<file path="config.mk">
export PLATFORM = sky130hd
export DESIGN_NAME = arm_cell
export DESIGN_NICKNAME = d
export VERILOG_FILES = /design/src/rtl/core/arm_pkg.sv /design/src/rtl/core/arm_cell.sv
export SDC_FILE = /design/constraint.sdc
export NUM_CORES = 1
export LEC_CHECK = 0
export ABC_AREA = 1
export BUFFER_PORTS_ARGS = -buffer_cell sky130_fd_sc_hd__buf_2
export CORE_AREA = 2 2 493 495
export CTS_BUF_LIST = sky130_fd_sc_hd__clkbuf_4 sky130_fd_sc_hd__clkbuf_8
export DETAILED_ROUTE_END_ITERATION = 6
export DIE_AREA = 0 0 495 497
export GPL_TIMING_DRIVEN = 0
export PLACE_DENSITY_LB_ADDON = 0.08
export SLEW_MARGIN = 0
export SYNTH_ARGS = -nofsm -noshare
export SYNTH_HDL_FRONTEND = slang
export SYNTH_SLANG_ARGS = --single-unit
</file>
<file path="constraint.sdc">
create_clock -name aclk -period 7.5 [get_ports aclk]
set_clock_uncertainty 0.15 [all_clocks]
set_input_delay 0.375 -clock aclk [delete_from_list [all_inputs] [get_ports aclk]]
set_output_delay 0.375 -clock aclk [all_outputs]
set_load 0.05 [all_outputs]
</file>
<file path="src/rtl/core/arm_pkg.sv">
// ----------------------------------------------------------------------------
// arm_pkg: shared definitions for the address region map
// Defaults, request codes, register indexes and the cell control types.
// ----------------------------------------------------------------------------
package arm_pkg;

    localparam int MAX_REGIONS_DEF = 64;
    localparam int PAGE_SHIFT_DEF  = 12;
    localparam int ADDR_BITS_DEF   = 48;
    localparam int OBJECT_BITS_DEF = 16;

    localparam int TYPE_BITS       = 3;
    localparam int BYTE_FIELD_BITS = 8;
    localparam int OFFSET_BITS     = 64;
    localparam int PDATA_BITS      = 64;
    localparam int PADDR_BITS      = 4;
    localparam int REG_SEL_BIT     = 3;

    localparam logic [63:0] WINDOW_CEILING_RESET = 64'h0000_FFFF_FFFF_F000;

    localparam logic [TYPE_BITS-1:0] REQ_ENTER  = 3'd0;
    localparam logic [TYPE_BITS-1:0] REQ_REMOVE = 3'd1;
    localparam logic [TYPE_BITS-1:0] REQ_LOOKUP = 3'd2;
    localparam logic [TYPE_BITS-1:0] REQ_FIND   = 3'd3;
    localparam logic [TYPE_BITS-1:0] REQ_CLEAR  = 3'd4;

    localparam logic REG_FLOOR   = 1'b0;
    localparam logic REG_CEILING = 1'b1;

    typedef enum logic [1:0] {
        CELL_HOLD,
        CELL_INSERT,
        CELL_COMPACT,
        CELL_ROTATE
    } cell_mode_t;

    typedef struct packed {
        logic ge;
        logic ovl;
        logic hit;
    } cell_flags_t;

    typedef struct packed {
        logic ins;
        logic drop;
        logic hit;
        logic ovl;
    } cell_link_t;

endpackage

</file>
<file path="src/rtl/core/arm_cell.sv">
// ----------------------------------------------------------------------------
// arm_cell: one region slot of the map chain
// Holds one region, compares it against the request key and moves data
// to or from its neighbors for insert, compaction and rotation.
// ----------------------------------------------------------------------------
module arm_cell #(
    parameter int ADDR_BITS   = arm_pkg::ADDR_BITS_DEF,
    parameter int OBJECT_BITS = arm_pkg::OBJECT_BITS_DEF,
    localparam int RW = 2 * ADDR_BITS + 2 * arm_pkg::BYTE_FIELD_BITS + OBJECT_BITS
                        + arm_pkg::OFFSET_BITS
) (
    input  logic                 aclk,
    input  arm_pkg::cell_mode_t  mode,
    input  logic                 valid,
    input  logic [ADDR_BITS-1:0] key_addr,
    input  logic [ADDR_BITS:0]   key_end,
    input  logic [RW-1:0]        new_data,
    input  logic [RW-1:0]        left_data,
    input  logic [RW-1:0]        right_data,
    input  logic [RW-1:0]        gather_in,
    input  arm_pkg::cell_link_t  link_in,
    output arm_pkg::cell_link_t  link_out,
    output logic [RW-1:0]        gather_out,
    output logic [RW-1:0]        data_out
);

    logic [RW-1:0]        data_reg;
    logic [RW-1:0]        data_next;
    arm_pkg::cell_flags_t flags_reg;
    arm_pkg::cell_flags_t flags_next;
    logic [ADDR_BITS-1:0] start_w;
    logic [ADDR_BITS-1:0] stop_w;
    logic                 inside_w;

    assign start_w  = data_reg[RW-1 -: ADDR_BITS];
    assign stop_w   = data_reg[RW-ADDR_BITS-1 -: ADDR_BITS];
    assign data_out = data_reg;

    always_comb begin
        flags_next.ge  = start_w >= key_addr;
        flags_next.ovl = ({1'b0, start_w} < key_end) && (stop_w > key_addr);
        flags_next.hit = (start_w <= key_addr) && (stop_w > key_addr);
        inside_w       = (start_w >= key_addr) && ({1'b0, stop_w} <= key_end);
    end

    always_comb begin
        link_out.ins  = !valid || flags_reg.ge;
        link_out.drop = link_in.drop || (valid && inside_w);
        link_out.hit  = link_in.hit || (valid && flags_reg.hit);
        link_out.ovl  = link_in.ovl || (valid && flags_reg.ovl);
        gather_out    = gather_in | ((valid && flags_reg.hit) ? data_reg : '0);
    end

    always_comb begin
        data_next = data_reg;
        case (mode)
            arm_pkg::CELL_INSERT: begin
                if (link_in.ins) begin
                    data_next = left_data;
                end else if (link_out.ins) begin
                    data_next = new_data;
                end
            end
            arm_pkg::CELL_COMPACT: begin
                if (link_out.drop) begin
                    data_next = right_data;
                end
            end
            arm_pkg::CELL_ROTATE: begin
                data_next = right_data;
            end
            default: begin
                data_next = data_reg;
            end
        endcase
    end

    always_ff @(posedge aclk) begin
        data_reg  <= data_next;
        flags_reg <= flags_next;
    end

endmodule

</file>
* Word level (Yosys, flattened, before mapping)
Index checks and enable logic that the tools add are counted.
Storage, ports and cells: flip-flop bits (word level) 195, word-level logic and storage cells 33
Cells by class: eq/ne operators 5, reductions and logical operators 13, muxes and demuxes 5, bitwise operators 1, $lt $le $gt $ge 5
Operators by type and width (number):
- 2-to-1 mux 192 bit | 4
- one-hot mux 192 bit (3 select lines) | 1
- bitwise OR 192 bit | 1
- less-or-equal comparator 48 x 49 -> 1 bit | 1
- less-than comparator 48 x 49 -> 1 bit | 1
- >= comparator 48 bit | 1
- > comparator 48 bit | 1
- less-or-equal comparator 48 bit | 1
- logical AND 1 bit | 6
- equality test 2 bit (second input constant) | 2
- logical OR 1 bit | 4
- inequality test 3 bit (second input constant) | 1
- AND reduction 3 bit | 1
- nonzero test 3 bit | 1
- equality test 2 x 1 -> 1 bit (second input constant) | 1
- inequality test 2 bit (second input constant) | 1
- logical NOT 1 bit | 1

* Logic depth before layout (Yosys ltp)
depth in word-level cells 6, gate-level depth with buffers 17, gate-level depth less buffers 17

* Worst setup path after synthesis
No wires, ideal clock.
path kind reg-to-reg, start register data_reg[191] (netlist: data_out[191]), end register data_reg[0] (netlist: data_out[0]), enable pin, cell stages (with the launch flop) 13, setup slack 0.597 ns, required time 6.790 ns, setup time 0.560 ns, arrival 6.193 ns, path buffers 0, cell sequence edfxtp_1 -> ha_1 -> nand2_2 -> nor2_4 -> nand3_2 -> nor3_2 -> and2_1 -> nand2_2 -> nand4_4 -> nand3_2 -> nand2_2 -> nand2_1 -> nand2_1
RTL lines:
- start, declared | line arm_cell.sv:27 | logic [RW-1:0] data_reg;
- start signal, assigned | line arm_cell.sv:79 | data_reg <= data_next;

==> Flow_metrics.wiki <==
{| class="wikitable"
! Metric !! Value
|-
| Status || completed
|-
| Die Y-Extent || 497 µm
|-
| Clk Latency, worst-skew pair || 0.68 ns
|-
| Worst reg2reg path endpoint || data_out[90]
|-
| Worst Hold Slack || 0.148 ns
|-
| Total power draw || 4.91 mW
|-
| Minimum setup slack in the final design || 3.28 ns
|-
| Die X-Extent || 495 µm
|-
| Total of max-cap violations || 0
|-
| Worst-case setup slack after placement || 2.97 ns
|-
| Unrepaired setup endpoints after global routing || no
|-
| Critical path buffers and inverters || 2
|-
| Async set-or-reset flop fraction in the synthesized netlist || 0%
|-
| Number of buffers inserted by port buffering || 1257
|-
| CTS clk-pin slew, worst paths || 0.14 ns
|-
| Die Outline Area || 246000 µm²
|-
| Initial antenna violation count || 124
|-
| CTS hold repair buffers || 382
|-
| Library cell occupying the most area in the post-synthesis netlist || edfxtp_1
|-
| Type of origin of the critical path || flip-flop
|-
| Std-Cell Rows || 180
|-
| Period utilization || 56.2%
|-
| Post-synth top flop || edfxtp_1
|-
| Core ar. || 240000 µm²
|-
| P&R area growth vs syn || 91.3%
|-
| Cell depth of the worst setup path || 13
|-
| Seq. cell area || 5830 µm²
|-
| Post-synth EDFFs || 192
|-
| H-Tree Level Count || 4
|-
| Post-DR vias/cell || 3.27
|-
| Maximum cell stage delay along the critical path || 0.61 ns
|-
| DR WL/cell || 25.3 µm
|-
| Count of yosys warnings during synthesis || 0
|-
| Pwr dens || 158 nW/µm²
|-
| Largest fanout of any net on the critical path || 52
|-
| Signal arrival time at the worst endpoint || 4.42 ns
|-
| Portion of the post-synthesis area used by sequential elements || 35.9%
|-
| Rel. slew slack || 15.3%
|-
| Final Max Tran Viols || 0
|-
| Beginning of the worst register-to-register path || data_out[145]
|-
| Post-DP HPWL || 152000 µm
|-
| Wire length reported by the detailed router || 175000 µm
|-
| Critical path endpoint || data_out[90]
|-
| Maximum clock insertion buffer count || 2
|-
| Top Family by Delay on Critical Path || simple AND/OR/NAND/NOR gates
|-
| Iteration count of the initial detailed-routing pass || 4
|-
| Final-stage net count || 4752
|-
| Number of cells traversed by the worst register-to-register path || 13
|-
| Distinct cells, synth || 34
|-
| Average cell area after synthesis || 8.03 µm²
|-
| Top cell types by occurrence after synthesis || a21oi_1 (465), nand2_1 (358), nor2_1 (238)
|-
| Cells after Synth || 2022
|-
| Gr usage total || 13.7%
|-
| Critical path's most frequent cell || nand2_1
|-
| Classification of the worst-slack hold path || input pin to flip-flop
|-
| Share of the synthesized area in the top cell type || 35.5%
|-
| Leak || 13.9 nW
|-
| Final sum of negative setup slack || 0 ns
|-
| Cell Area, Synth || 16200 µm²
|-
| Crit path cell chain || ha_1, nand2_1, nor2_1, nand2_1, nor3_1, nand3_1, nand4_4, nand3_2, nand2_2, nand2_1, nand2_4, buf_16, buf_16
|-
| Top-count cell post-synth || a21oi_1
|-
| Slew at the pin with the worst max-slew slack || 1.27 ns
|-
| Post-synth net total || 3086
|-
| Root buffer cell || clkbuf_8
|-
| Count of buffers added by post-CTS timing repair for setup || 0
|-
| Worst Setup End Kind || flip-flop
|-
| Drt initial violations || 1106
|-
| Post-route minimum period || 4.22 ns
|-
| Post-synthesis register bit count || 195
|-
| Boundary pin count || 1261
|-
| Register-to-register path setup slack || 3.28 ns
|-
| Number of flip-flops in the largest register || 192
|-
| Number of global-route vias before repair || 24100
|-
| Area of combinational cells with multiple inputs || 9350 µm²
|-
| # DRC || 0
|-
| GPL Wtd Cong || 0.784
|-
| Final setup violation count || 0
|-
| CP Class || flip-flop to flip-flop
|-
| Number of clock sinks seen by CTS || 195
|-
| Maximum ir drop on the vdd rail || 0.141 mV
|-
| Final-report hold violation count || 0
|-
| Number of cells upsized or downsized after cts || 0
|-
| Data required time of the worst path || 7.70 ns
|-
| Starting density of the core || 6.76%
|-
| Clock tree from TritonCTS || yes
|-
| Cell type of the slowest stage on the worst timing path || edfxtp_1
|-
| Antenna Violating Nets Remaining || 0
|-
| Biggest area contributors in the synthesized netlist || edfxtp_1 (36%), ha_1 (15%), a21oi_1 (14%)
|-
| Maximum number of pins on one net before global-route repair || 53
|-
| Filler cell count in the final layout || 28200
|-
| First-pass GRT wire length || 223000 µm
|-
| Highest Clock Rate || 237 MHz
|-
| Number of clock buffers inserted by TritonCTS || 17
|-
| CP startpoint || data_out[145]
|-
| Via count || 22600
|-
| Fraction of final layout cells sized beyond drive strength 1 || 41.7%
|-
| Residual overflow from global routing || 0
|}
==> layout make-up <==
cell class              count  area share (%)
diodes                     36           0.290
multi-input cells        1554            30.1
clock buffers              17           0.753
flip-flops and latches    195            18.7
well taps                3185            12.8
repair buffers           1647            33.1
clock inverters            15           0.656
plain buffers             129            1.77
inverters                 144            1.74
==> routing by layer <==
layer	wire length, µm	global-route usage, %	up-vias
li1	-	-	10600
met1	64700	14.2	10700
met2	96500	27.3	988
met3	10100	3.00	219
met4	3390	2.99	64
met5	392	0	-
==> worst min path at each step <==
| stage | from | endpoint | depth (start not counted) |
|---|---|---|---|
| global placement | right_data[42] | data_out[42] | 3 |
| global route | new_data[183] | data_out[183] | 3 |
| CTS | new_data[183] | data_out[183] | 3 |
| floorplan | right_data[182] | data_out[182] | 2 |
| finish | right_data[148] | data_out[148] | 3 |
| detailed placement | right_data[93] | data_out[93] | 3 |
==> stage by stage <==
step | utilization [%] | area [µm²] | cells
final | 12.9 | 31100 | 6922
after global routing | 12.9 | 31000 | 6904
after CTS | 12.9 | 31000 | 6886
after detailed placement | 11.1 | 26700 | 6472
after global placement | 11.0 | 26500 | 6464
after floorplan | - | 16200 | 2022
==> where the power goes <==
group | switching, mW | total (mW) | internal (mW)
sequential | 0.235 | 1.58 | 1.35
combinational | 1.63 | 2.42 | 0.790
clock | 0.648 | 0.910 | 0.262
==> placed cells by master (no fill, tap or decap), drive strengths merged, types with 2 or more instances in the layout <==
cell / instances
a211oi: 4
a21o: 5
a21oi: 465
a31o: 190
a31oi: 2
and2: 4
buf: 1318
clkbuf: 93
clkinv: 10
dfxtp: 3
diode: 36
dlygate4sd3: 382
edfxtp: 192
ha: 191
inv: 149
nand2: 361
nand3: 20
nand4: 22
nor2: 239
nor3: 12
nor4: 2
o21a: 7
o21ai: 18
o21bai: 4
o221ai: 3
o31ai: 2
==> kinds of logic (layout without fill, tap and decap cells) <==
group,Yosys count,in the layout,synth area share (%)
adder cells (fa/ha/maj),191,191,14.7
buffers and inverters,273,1952,6.65
other,0,36,0
AO/OA/AOI/OAI,701,701,26.4
flip-flops,195,195,35.9
AND/OR/NAND/NOR,662,662,16.3
==> worst register-to-register path: stages (launching register included) <==
cell and delay, ns:
edfxtp_1 0.61, ha_1 0.39, nand2_1 0.05, nor2_1 0.16, nand2_1 0.13, nor3_1 0.50
nand3_1 0.24, nand4_4 0.18, nand3_2 0.17, nand2_2 0.12, nand2_1 0.09, nand2_4 0.27
buf_16 0.30, buf_16 0.42
No activity file was read; power rests on OpenSTA's default activity.
